--- src/design/sfrm_pkg.sv ---
// ----------------------------------------------------------------------------
// sfrm_pkg
// Shared types and constants for the square frame rotate/mirror block.
// ----------------------------------------------------------------------------
package sfrm_pkg;

  localparam int SideDefault = 64;
  localparam int CoordW      = 6;
  localparam int PixelW      = 8;
  localparam int CmdW        = 3;

  localparam logic [PixelW-1:0] BlankCode = 8'h20;

  typedef enum logic [CmdW-1:0] {
    CMD_WRITE    = 3'd0,
    CMD_READ     = 3'd1,
    CMD_ROTATE   = 3'd2,
    CMD_MIRROR_H = 3'd3,
    CMD_MIRROR_V = 3'd4
  } cmd_t;

  typedef enum logic [2:0] {
    ST_CLEAR,
    ST_IDLE,
    ST_READ,
    ST_XFORM,
    ST_DRAIN,
    ST_DONE
  } state_t;

  typedef struct packed {
    logic [PixelW-1:0] pixel;
    logic [CmdW-1:0]   cmd;
  } result_t;

endpackage

--- src/design/sfrm_ctrl.sv ---
// ----------------------------------------------------------------------------
// sfrm_ctrl
// Command sequencer: clearing pass, cell access and whole-frame transforms.
// ----------------------------------------------------------------------------
module sfrm_ctrl import sfrm_pkg::*; #(
  parameter int SIDE  = SideDefault,
  parameter int IdxW  = $clog2(SIDE),
  parameter int AddrW = 2 * IdxW + 1
) (
  input  logic              clk,
  input  logic              rst,
  input  logic              in_valid,
  output logic              ready,
  input  logic [CmdW-1:0]   command,
  input  logic [CoordW-1:0] row,
  input  logic [CoordW-1:0] col,
  input  logic [PixelW-1:0] pixel_in,
  output logic              res_valid,
  input  logic              res_take,
  output result_t           res,
  output logic              mem_we,
  output logic [AddrW-1:0]  mem_waddr,
  output logic [PixelW-1:0] mem_wdata,
  output logic [AddrW-1:0]  mem_raddr,
  input  logic [PixelW-1:0] mem_rdata
);

  localparam logic [IdxW-1:0] LastIdx = IdxW'(SIDE - 1);

  state_t            state, state_next;
  logic              bank;
  logic [IdxW-1:0]   r_cnt, c_cnt;
  logic              xf_pend;
  logic [AddrW-1:0]  xf_waddr;
  logic [CmdW-1:0]   cmd_q;
  logic              rd_inside;

  logic              walk_last;
  logic              in_inside;
  logic [IdxW-1:0]   row_idx, col_idx;
  logic [IdxW-1:0]   nr, nc;

  assign walk_last = (r_cnt == LastIdx) && (c_cnt == LastIdx);
  assign in_inside = (32'(row) < 32'(SIDE)) && (32'(col) < 32'(SIDE));
  assign row_idx   = IdxW'(row);
  assign col_idx   = IdxW'(col);
  assign ready     = (state == ST_IDLE);
  assign res_valid = (state == ST_DONE);

  // destination cell of the transform walk
  always_comb begin
    unique case (cmd_q)
      CMD_ROTATE: begin
        nr = c_cnt;
        nc = LastIdx - r_cnt;
      end
      CMD_MIRROR_H: begin
        nr = r_cnt;
        nc = LastIdx - c_cnt;
      end
      default: begin
        nr = LastIdx - r_cnt;
        nc = c_cnt;
      end
    endcase
  end

  always_comb begin
    state_next = state;
    mem_we     = xf_pend;
    mem_waddr  = xf_waddr;
    mem_wdata  = mem_rdata;
    mem_raddr  = {bank, r_cnt, c_cnt};
    unique case (state)
      ST_CLEAR: begin
        mem_we    = 1'b1;
        mem_waddr = {1'b0, r_cnt, c_cnt};
        mem_wdata = BlankCode;
        if (walk_last) state_next = ST_IDLE;
      end
      ST_IDLE: begin
        if (in_valid) begin
          unique case (command)
            CMD_WRITE: begin
              mem_we     = in_inside;
              mem_waddr  = {bank, row_idx, col_idx};
              mem_wdata  = pixel_in;
              state_next = ST_DONE;
            end
            CMD_READ: begin
              mem_raddr  = {bank, row_idx, col_idx};
              state_next = ST_READ;
            end
            CMD_ROTATE, CMD_MIRROR_H, CMD_MIRROR_V: begin
              state_next = ST_XFORM;
            end
            default: state_next = ST_DONE;
          endcase
        end
      end
      ST_READ:  state_next = ST_DONE;
      ST_XFORM: begin
        if (walk_last) state_next = ST_DRAIN;
      end
      ST_DRAIN: state_next = ST_DONE;
      ST_DONE: begin
        if (res_take) state_next = ST_IDLE;
      end
      default:  state_next = ST_CLEAR;
    endcase
  end

  always_ff @(posedge clk) begin
    if (rst) begin
      state   <= ST_CLEAR;
      bank    <= 1'b0;
      r_cnt   <= '0;
      c_cnt   <= '0;
      xf_pend <= 1'b0;
    end else begin
      state   <= state_next;
      xf_pend <= (state == ST_XFORM);
      // advance the row-major walk; wrap to the origin at the end
      if (state == ST_CLEAR || state == ST_XFORM) begin
        if (c_cnt == LastIdx) begin
          c_cnt <= '0;
          r_cnt <= (r_cnt == LastIdx) ? '0 : r_cnt + 1'b1;
        end else begin
          c_cnt <= c_cnt + 1'b1;
        end
      end
      if (state == ST_DRAIN) bank <= ~bank;
    end
  end

  always_ff @(posedge clk) begin
    xf_waddr <= {~bank, nr, nc};
    if (state == ST_IDLE && in_valid) begin
      cmd_q     <= command;
      rd_inside <= in_inside;
      res.pixel <= '0;
      res.cmd   <= command;
    end
    if (state == ST_READ) begin
      res.pixel <= rd_inside ? mem_rdata : '0;
    end
  end

endmodule

--- config.mk ---
export PLATFORM = sky130hd
export DESIGN_NAME = sfrm_ctrl
export DESIGN_NICKNAME = d
export VERILOG_FILES = /design/src/design/sfrm_pkg.sv /design/src/design/sfrm_ctrl.sv
export SDC_FILE = /design/constraint.sdc
export NUM_CORES = 1
export LEC_CHECK = 0
export BUFFER_PORTS_ARGS = -buffer_cell sky130_fd_sc_hd__buf_2
export CORE_UTILIZATION = 50
export DETAILED_ROUTE_END_ITERATION = 10
export PLACE_DENSITY_LB_ADDON = 0.05
export SLEW_MARGIN = 20
export SYNTH_ARGS = -nofsm -noshare
export SYNTH_HDL_FRONTEND = slang
export SYNTH_SLANG_ARGS = --single-unit
--- constraint.sdc ---
create_clock -name clk -period 2.03 [get_ports clk]
set_clock_uncertainty 0.1 [all_clocks]
set_input_delay 0.1015 -clock clk [delete_from_list [all_inputs] [get_ports clk]]
set_output_delay 0.1015 -clock clk [all_outputs]
set_load 0.01 [all_outputs]
==> results of run 1 <==
## worst min-delay path by stage
stage | startpoint | to | slack (ns)
6_report | mem_rdata[7] | res[10] | 0.03
5_1_grt | mem_rdata[7] | res[10] | 0.02
4_1_cts | mem_rdata[7] | res[10] | 0.02
3_5_place_dp | command[1] | cmd_q[1] | 0.23
3_3_place_gp | command[1] | cmd_q[1] | 0.23
2_1_floorplan | rst | state[2] | 0.07
## cell usage after synthesis (3+ instances only)
library cell / number
clkbuf_1: 13
edfxtp_1: 11
a211oi_1: 6
o31ai_1: 8
nor3_1: 10
nor3b_1: 12
o21ai_0: 10
nor2_1: 15
nand2_1: 47
inv_1: 4
a21oi_1: 17
xnor2_1: 3
nand3_1: 6
mux2_2: 12
buf_2: 7
buf_4: 5
dfxtp_1: 30
mux2i_1: 3
a22oi_1: 11
and3_1: 12
## report_power, final
part	leakage [nW]	total, mW	switching [mW]	internal [mW]
logic	1.05	0.518	0.295	0.223
registers	0.342	0.912	0.0239	0.888
clock network	0.0528	0.639	0.276	0.363
total	1.45	2.07	0.595	1.47
## critical path, stage by stage (launching register included)
cell and delay, ns:
dfxtp_2 0.41, and4bb_4 0.28, and2_1 0.16, buf_6 0.15, buf_4 0.14, a22oi_1 0.14
nand2_1 0.08, buf_2 0.14
## per-layer routing
metal / share of wire [%] / vias to the layer above / track usage (%) / routed length [µm]
li1: - / 1186 / - / -
met1: 45 / 1127 / 33.39 / 2786
met2: 50 / 66 / 42.96 / 3090
met3: 4.9 / 4 / 4.782 / 302
met4: 0.74 / 0 / 6.222 / 46
met5: 0 / - / 0 / 0
## cell families after synthesis
family,Yosys count
AND/OR/NAND/NOR,120
AO/OA/AOI/OAI,63
flip-flops,41
buffers and inverters,31
multiplexers,15
XOR/XNOR,6
adder cells (fa/ha/maj),2
## through the flow
step / hold WS [ns] / setup TNS, ns / cell area (µm²)
after global placement: 0.2264 / 0 / 2902
after CTS: 0.02497 / 0 / 3053
after floorplan: 0.07192 / 0 / 2405
after global routing: 0.02491 / -0.07093 / 3114
final: 0.03096 / 0 / 3114
after detailed placement: 0.2334 / 0 / 2902
## state kept, by name (all words and copies together), names as in the netlist
name,cells
xf_pend,1
cmd_q,3
c_cnt,6
res,8
r_cnt,6
bank,1
state,3
xf_waddr,13
## placed cells by master, fill, tap and decap left out, types with 10 or more instances in the layout
cell type and count:
o21ai_0 10, mux2_2 12, buf_4 26, edfxtp_1 11, a22oi_1 11, nor2_1 15, nand2_1 46, dfxtp_1 29
and3_1 12, a21oi_1 17, buf_2 82, nor3b_1 12
## area by class of cell
class / count / area [µm²]
clock buffers: 6 / 72.57
fillers: 386 / 1360
repair buffers: 113 / 658.1
inverters: 4 / 15.01
clock inverters: 2 / 33.78
well taps: 52 / 65.06
flip-flops and latches: 41 / 932.1
multi-input cells: 206 / 1338
## what timing repair did
item / in CTS / in global routing
pin swaps: 0 / 1
resized for setup: 4 / 4
setup buffers: 0 / 6
hold endpoints to repair: 3 / 0
setup endpoints to repair: 14 / 22
hold buffers: 3 / 0
==> run_results.csv, run 1 <==
group,metric,value,unit
run,max_cap_violations,0,
critical_path,r2r_end,"r_cnt[5]",
clock_network,clock-sinks,41,
synth,synth.mux.area_fraction,6.868,%
routing,vias,2383,
run_status,violations,"DRC",
critical_path,r2r_start,"c_cnt[3]",
critical_path,arrival,1.78,ns
grt,grt_use_total,25.32,%
synth,synth_area_leaders,"dfxtp_1, edfxtp_1, nand2_1",
sta,fin_crit,1.981,ns
worst_hold_path,hold_class,"in -> reg",
placement,dpl_worst_slack,0.1902,ns
run_status,outcome,"complete, but fails checks",
die,die_x,71.35,µm
sta,clock.fmax,504.8,MHz
die,io_pins,83,
worst_hold_path,hold_depth,2,
final_layout,fin_cells,424,
critical_path,critical_path.startpoint,"state[2]",
placement,dpl.cell_count,407,
critical_path,cp_max_fo,11,
synth,synthSimpleGateAreaFrac,27.06,%
routing,vias_per_cell,5.620,
synth,synth_compound_area_share,17.22,%
grt,grt_first_pass_wirelength,10050,µm
final_layout,finalNetCount,408,
synth,synth_top_area_cell,"dfxtp_1",
sta,hold_violations,0,
sta,setup_viol,0,
final_layout,post-route-util,69.60,%
critical_path,startpoint_type,"flop",
routing,first_pass_iters,8,
clock_network,cts.clk_slew.worst_paths,0.08,ns
power_and_ir_drop,irDropWorstVdd,0.6045,mV
synth,ys_dominant_reg_cell,"dfxtp_1",
routing,drtIter0Drc,116,
critical_path,ff2ff_path_depth,4,
sta,grt_setup_unrepaired,"yes",
synth,ys_warn_count,0,
synth,synthArstFlopShare,0,%
placement,port_buffers,82,
synth,postSynthAreaPerCell,8.650,µm²
die,initial_utilization,53.75,%
clock_network,cts_tree,"built",
routing,ant_nets,0,
synth,syn_inst,278,
synth,synth_top_family_by_area,"simple AND/OR/NAND/NOR gates",
synth,yosysSeqAreaShare,38.71,%
sta,fin_ws,0.04898,ns
sta,relSlewSlack,53.08,%
clock_network,cts-htree-levels,2,
power_and_ir_drop,p_leak,1.448,nW
synth,yosys.area_share.adder,1.041,%
routing,postRouteWirelength,6226,µm
synth,yosys.area.top_type_share,24.97,%
routing,wire_per_inst,14.68,µm
synth,synth_edf_count,11,
final_layout,area_growth,29.50,%
sta,worstMarginPinSlew,0.7039,ns
synth,synth-seq-cells,41,
critical_path,rrSetupSlack,0.14,ns
critical_path,crit_required,1.83,ns
critical_path,cp-endpoint,"mem_waddr[5]",
grt,grt_max_degree,37,
power_and_ir_drop,finalPower,2.069,mW
clock_network,clk_path_buf_depth,2,
final_layout,drive_above_1_share,38.44,%
grt,antenna_found_initial,0,
grt,grt_overflow,0,
critical_path,end_kind,"output port",
grt,first_global_vias,2126,
die,rows,24,
final_layout,antenna_cells,0,
placement,gp_congestion,0.8871,
synth,synth_nets,315,
clock_network,ctsRootBufferMaster,"clkbuf_8",
placement,dp_hpwl,4570,µm
sta,slew_violations,0,
die,die_y,71.35,µm
synth,synthDistinctLibCells,46,
clock_network,cts_made_buffers,5,
synth,synth.cell_area,2405,µm²
die,coreArea,4474,µm²
sta,period_share,97.59,%
synth,synth_xor_xnor_area_share,2.497,%
die,die-area,5091,µm²
power_and_ir_drop,power_density,664.4,nW/µm²
critical_path,worst-setup-path-type,"reg -> out",
routing,route.detailed.drc,6,
clock_network,clock_latency,0.29,ns
(Power assumes the default switching activity.)
==> run 2, diff against run 1 <==
--- a/config.mk
+++ b/config.mk
@@ -8,2 +8,3 @@
 export BUFFER_PORTS_ARGS = -buffer_cell sky130_fd_sc_hd__buf_2
+export CORE_ASPECT_RATIO = 1.25
 export CORE_UTILIZATION = 50
==> constraint.sdc (replaced) <==
create_clock -name clk -period 2.03 [get_ports clk]
set_clock_uncertainty 0.1 [all_clocks]
set_input_delay 0 -clock clk [delete_from_list [all_inputs] [get_ports clk]]
set_output_delay 0 -clock clk [all_outputs]
set_load 0.01 [all_outputs]
==> run 2 against run 1 <==
The run now ends clean. Hold slack improved by 0.15 ns. Via count up 1.8%. Largest cell class unchanged. Worst setup slack better by 0.054 ns. Critical path depth up 1. Sequential share of layout area shrank 0.23 points. Count of clock-buffer cells in the layout increased by 1. Non-clock buffer count increased by 3. Clock power decreased by 19%.
==> run_results.csv, run 2 (same netlist as run 1, synthesis figures left out) <==
group,metric,value,unit
final_layout,area_growth,30.70,%
final_layout,finalNetCount,411,
final_layout,layout_commonest_cell,"buf_2",
power_and_ir_drop,p_leak,1.437,nW
critical_path,worst-setup-path-type,"in -> out",
critical_path,end_kind,"output port",
worst_hold_path,hold_class,"in -> out",
sta,relSlewSlack,48.45,%
sta,fin_ws,0.1030,ns
sta,tns,0,ns
final_layout,fin_cells,433,
power_and_ir_drop,power.share.switching,30.44,%
critical_path,startpoint_type,"primary input",
placement,dp_hpwl,4374,µm
critical_path,cp_max_fo,27,
routing,drtIter0Drc,164,
die,die_y,79.54,µm
run_status,outcome,"complete, no violations",
routing,postRouteWirelength,6409,µm
clock_network,cts_made_buffers,5,
routing,vias_per_cell,5.603,
routing,first_pass_iters,4,
power_and_ir_drop,pwr-share-clk,26.5,%
die,die-area,5093,µm²
final_layout,post-route-util,69.43,%
power_and_ir_drop,p_int,1.356,mW
grt,grt_first_pass_wirelength,10350,µm
grt,first_global_vias,2216,
final_layout,design_area,3143,µm²
grt,grt_use_total,26.40,%
sta,hold_violations,0,
sta,grt_setup_unrepaired,"no",
power_and_ir_drop,power_frac_comb,26.5,%
worst_hold_path,hold_depth,4,
sta,period_share,94.93,%
routing,wire_per_inst,14.80,µm
final_layout,regMostFlops,"xf_waddr",
critical_path,rrSetupSlack,0.16,ns
final_layout,drive_above_1_share,36.00,%
sta,fin_crit,1.927,ns
die,io_pins,83,
placement,port_buffers,82,
die,die_x,64.03,µm
clock_network,cts-htree-levels,2,
die,initial_utilization,53.12,%
routing,ant_nets,0,
sta,setup_viol,0,
critical_path,crit_required,1.93,ns
sta,clock.fmax,518.9,MHz
grt,grt_overflow,0,
power_and_ir_drop,irDropWorstVdd,0.4708,mV
critical_path,ff2ff_path_depth,5,
clock_network,clk_path_buf_depth,2,
power_and_ir_drop,power_density,620.1,nW/µm²
routing,route.detailed.drc,0,
clock_network,cts_tree,"built",
grt,antenna_found_initial,0,
final_layout,mostFrequentLayoutCells,"buf_2, nand2_1, dfxtp_1",
power_and_ir_drop,p_sw,0.5933,mW
placement,dpl_worst_slack,0.1983,ns
clock_network,ctsRootBufferMaster,"clkbuf_8",
placement,dpl.cell_count,409,
critical_path,arrival,1.83,ns
die,rows,27,
final_layout,largest_reg_flops,13,
die,coreArea,4527,µm²
grt,grt_max_degree,37,
sta,slew_violations,0,
placement,gp_congestion,0.8324,
run,max_cap_violations,0,
routing,vias,2426,
sta,worstMarginPinSlew,0.7733,ns
clock_network,clock_latency,0.29,ns
placement,postPlaceCellArea,2892,µm²
clock_network,clock-sinks,41,
power_and_ir_drop,p_seq_share,47.1,%
final_layout,antenna_cells,0,
final_layout,reg.largest.list,"xf_waddr: 13 flops, res: 8 flops",
[run 2: cell count changes in the layout (fill, tap and decap cells not counted), sizes merged]
| cell | previous run | this run |
|---|---|---|
| buf | 110 | 102 |
| bufinv | 1 | 0 |
| clkbuf | 6 | 7 |
| dlygate4sd3 | 3 | 14 |
[run 2: per-layer routing]
layer	wire length [µm]	global-route usage [%]
met1	2661	31.85
met2	3243	47.34
met3	434	5.000
met4	70	7.045
met5	0	0
[run 2: metrics by stage]
step / hold slack [ns] / power (mW)
after floorplan: -0.02958 / 1.217
after global placement: 0.1291 / 1.415
after detailed placement: 0.1336 / 1.419
after CTS: 0.1866 / 1.955
after global routing: 0.2095 / 2.060
final: 0.1835 / 1.949
[run 2: cell type report]
cell class / instances / area (µm²)
Clock buffer: 7 / 76.32
Sequential cell: 41 / 933.4
Timing Repair Buffer: 116 / 713.2
Multi-Input combinational cell: 206 / 1328
Tap cell: 58 / 72.57
Inverter: 4 / 15.01
Fill cell: 389 / 1384
Clock inverter: 1 / 5.005
[run 2: power by group through the flow]
| stage | registers, mW | logic (mW) | clock network, mW |
|---|---|---|---|
| after floorplan | 0.933 | 0.284 | 0 |
| after global routing | 0.923 | 0.573 | 0.565 |
| after CTS | 0.916 | 0.509 | 0.530 |
| after detailed placement | 0.935 | 0.484 | 0 |
| final | 0.917 | 0.516 | 0.516 |
| after global placement | 0.933 | 0.483 | 0 |
[run 2: worst paths after layout]
check                            startpoint      endpoint
worst max-delay path             command[1]  mem_wdata[5]
worst min-delay path            pixel_in[2]  mem_wdata[2]
worst max register to register     r_cnt[0]      r_cnt[0]
worst min register to register         bank  xf_waddr[12]
[run 2: what timing repair did]
item	4_1_cts	5_1_grt
hold endpoints to repair	23	0
gates resized for setup	3	2
pin swaps	0	1
buffers inserted	0	2
setup endpoints to repair	7	28
hold buffers	14	0
[run 2: critical path, cell delays in order]
cell	delay (ns)
dlygate4sd3_1	0.54
buf_2	0.15
nor3_2	0.29
and2_1	0.25
buf_12	0.19
mux2i_1	0.19
nand2_1	0.06
buf_2	0.15
==> run 3, diff against run 2 <==
Settings changed: GPL_TIMING_DRIVEN from default to 0.
==> run 3 against run 2 <==
Clock power rose by 2%. Utilization increased by 1.9 points. Final cell count grew 2.3%. Maximum frequency is 3.8% lower. Critical path type unchanged. Largest power group unchanged.
==> run_results.csv, run 3 (same netlist as run 1, synthesis figures left out) <==
group,metric,value,unit
run_status,outcome,"complete, no violations",
final_layout,largest_reg_flops,13,
routing,ant_nets,0,
placement,port_buffers,82,
placement,postPlaceCellArea,2888,µm²
sta,period_share,98.72,%
die,die-area,5093,µm²
final_layout,antenna_cells,0,
sta,relSlewSlack,65.39,%
final_layout,design_area,3227,µm²
final_layout,drive_above_1_share,36.62,%
critical_path,ff2ff_path_depth,5,
critical_path,end_kind,"output port",
grt,grt_overflow,0,
final_layout,regMostFlops,"xf_waddr",
routing,first_pass_iters,4,
final_layout,fin_cells,443,
power_and_ir_drop,power_density,607.2,nW/µm²
die,rows,27,
worst_hold_path,hold_depth,4,
critical_path,r2r_start,"r_cnt[1]",
critical_path,critical_path.startpoint,"command[1]",
sta,timing.hold.ws,0.1863,ns
critical_path,startpoint_type,"primary input",
sta,worstMarginPinSlew,0.5192,ns
grt,grt_max_degree,13,
sta,hold_violations,0,
critical_path,arrival,1.90,ns
clock_network,clock_latency,0.30,ns
clock_network,cts_tree,"built",
power_and_ir_drop,finalPower,1.959,mW
die,initial_utilization,53.12,%
final_layout,finalNetCount,421,
die,io_pins,83,
final_layout,nFillCells,392,
grt,grt_use_total,26.46,%
placement,gp_congestion,0.8643,
grt,first_global_vias,2236,
sta,slew_violations,0,
final_layout,mostFrequentLayoutCells,"buf_2, nand2_1, dfxtp_1",
clock_network,clk_path_buf_depth,2,
routing,vias,2486,
critical_path,crit_required,1.93,ns
worst_hold_path,hold_class,"in -> out",
grt,antenna_found_initial,0,
routing,wire_per_inst,15.15,µm
clock_network,clock-sinks,41,
run,max_cap_violations,0,
final_layout,layout_commonest_cell,"buf_2",
final_layout,area_growth,34.18,%
routing,route.detailed.drc,0,
power_and_ir_drop,p_leak,1.464,nW
worst_hold_path,hp-start,"pixel_in[4]",
placement,dp_hpwl,4580,µm
clock_network,cts_made_buffers,5,
clock_network,ctsRootBufferMaster,"clkbuf_8",
critical_path,cp_max_fo,7,
clock_network,cts-htree-levels,2,
grt,grt_first_pass_wirelength,10330,µm
die,die_y,79.54,µm
die,die_x,64.03,µm
routing,drtIter0Drc,206,
sta,tns,0,ns
placement,dpl.cell_count,418,
sta,clock.fmax,499.0,MHz
routing,postRouteWirelength,6710,µm
sta,fin_crit,2.004,ns
sta,setup_viol,0,
routing,vias_per_cell,5.612,
power_and_ir_drop,irDropWorstVdd,0.3939,mV
die,coreArea,4527,µm²
critical_path,worst-setup-path-type,"in -> out",
final_layout,reg.largest.list,"xf_waddr: 13 flops, res: 8 flops",
-- run 3: power by group --
group | switching (mW) | internal [mW] | leakage, nW | total, mW
Sequential | 0.0296 | 0.889 | 0.343 | 0.918
Combinational | 0.294 | 0.219 | 1.08 | 0.513
Clock | 0.289 | 0.239 | 0.0450 | 0.528
-- run 3: repair_timing --
item	4_1_cts	5_1_grt
hold endpoints to repair	19	0
endpoints found under the setup margin	36	31
pin swaps	1	1
cloned	0	1
hold buffers	14	0
gates resized for setup	16	9
setup buffers	1	1
-- run 3: cell type report --
cell class	instances	area, µm²	share of cell area, %
multi-input combinational	206	1354	41.95
sequential	41	933.4	28.93
timing repair buffer	99	590.6	18.30
buffer	27	178.9	5.545
clock buffer	6	72.57	2.249
tap	58	72.57	2.249
inverter	4	15.01	0.4653
clock inverter	2	10.01	0.3102
-- run 3: critical path, cell delays in order --
cell           delay, ns
dlygate4sd3_1       0.54
buf_2               0.15
nor3_1              0.41
and2_4              0.24
buf_8               0.13
buf_4               0.16
a22oi_1             0.07
nand2_1             0.08
buf_2               0.12
-- run 3: final timing paths --
check                 end  slack (ns)
min          mem_wdata[4]        0.19
max reg2reg      state[2]        0.08
min reg2reg  xf_waddr[12]        0.35
max          mem_waddr[6]        0.03
-- run 3: through the flow --
stage | util (%) | setup WS [ns]
5_1_grt | 71.28 | -0.03608
4_1_cts | 69.85 | 0.008191
3_5_place_dp | 63.79 | -0.04257
6_report | 71.28 | 0.02596
2_1_floorplan | - | 0.1717
3_3_place_gp | 63.79 | -0.02874
-- run 3: metal layers --
metal | up-vias | GRT usage [%] | wire length [µm]
met5 | - | 0 | 0
met4 | 0 | 12.27 | 121
met3 | 10 | 4.429 | 402
met2 | 99 | 46.49 | 3358
met1 | 1161 | 31.05 | 2829
li1 | 1216 | - | -
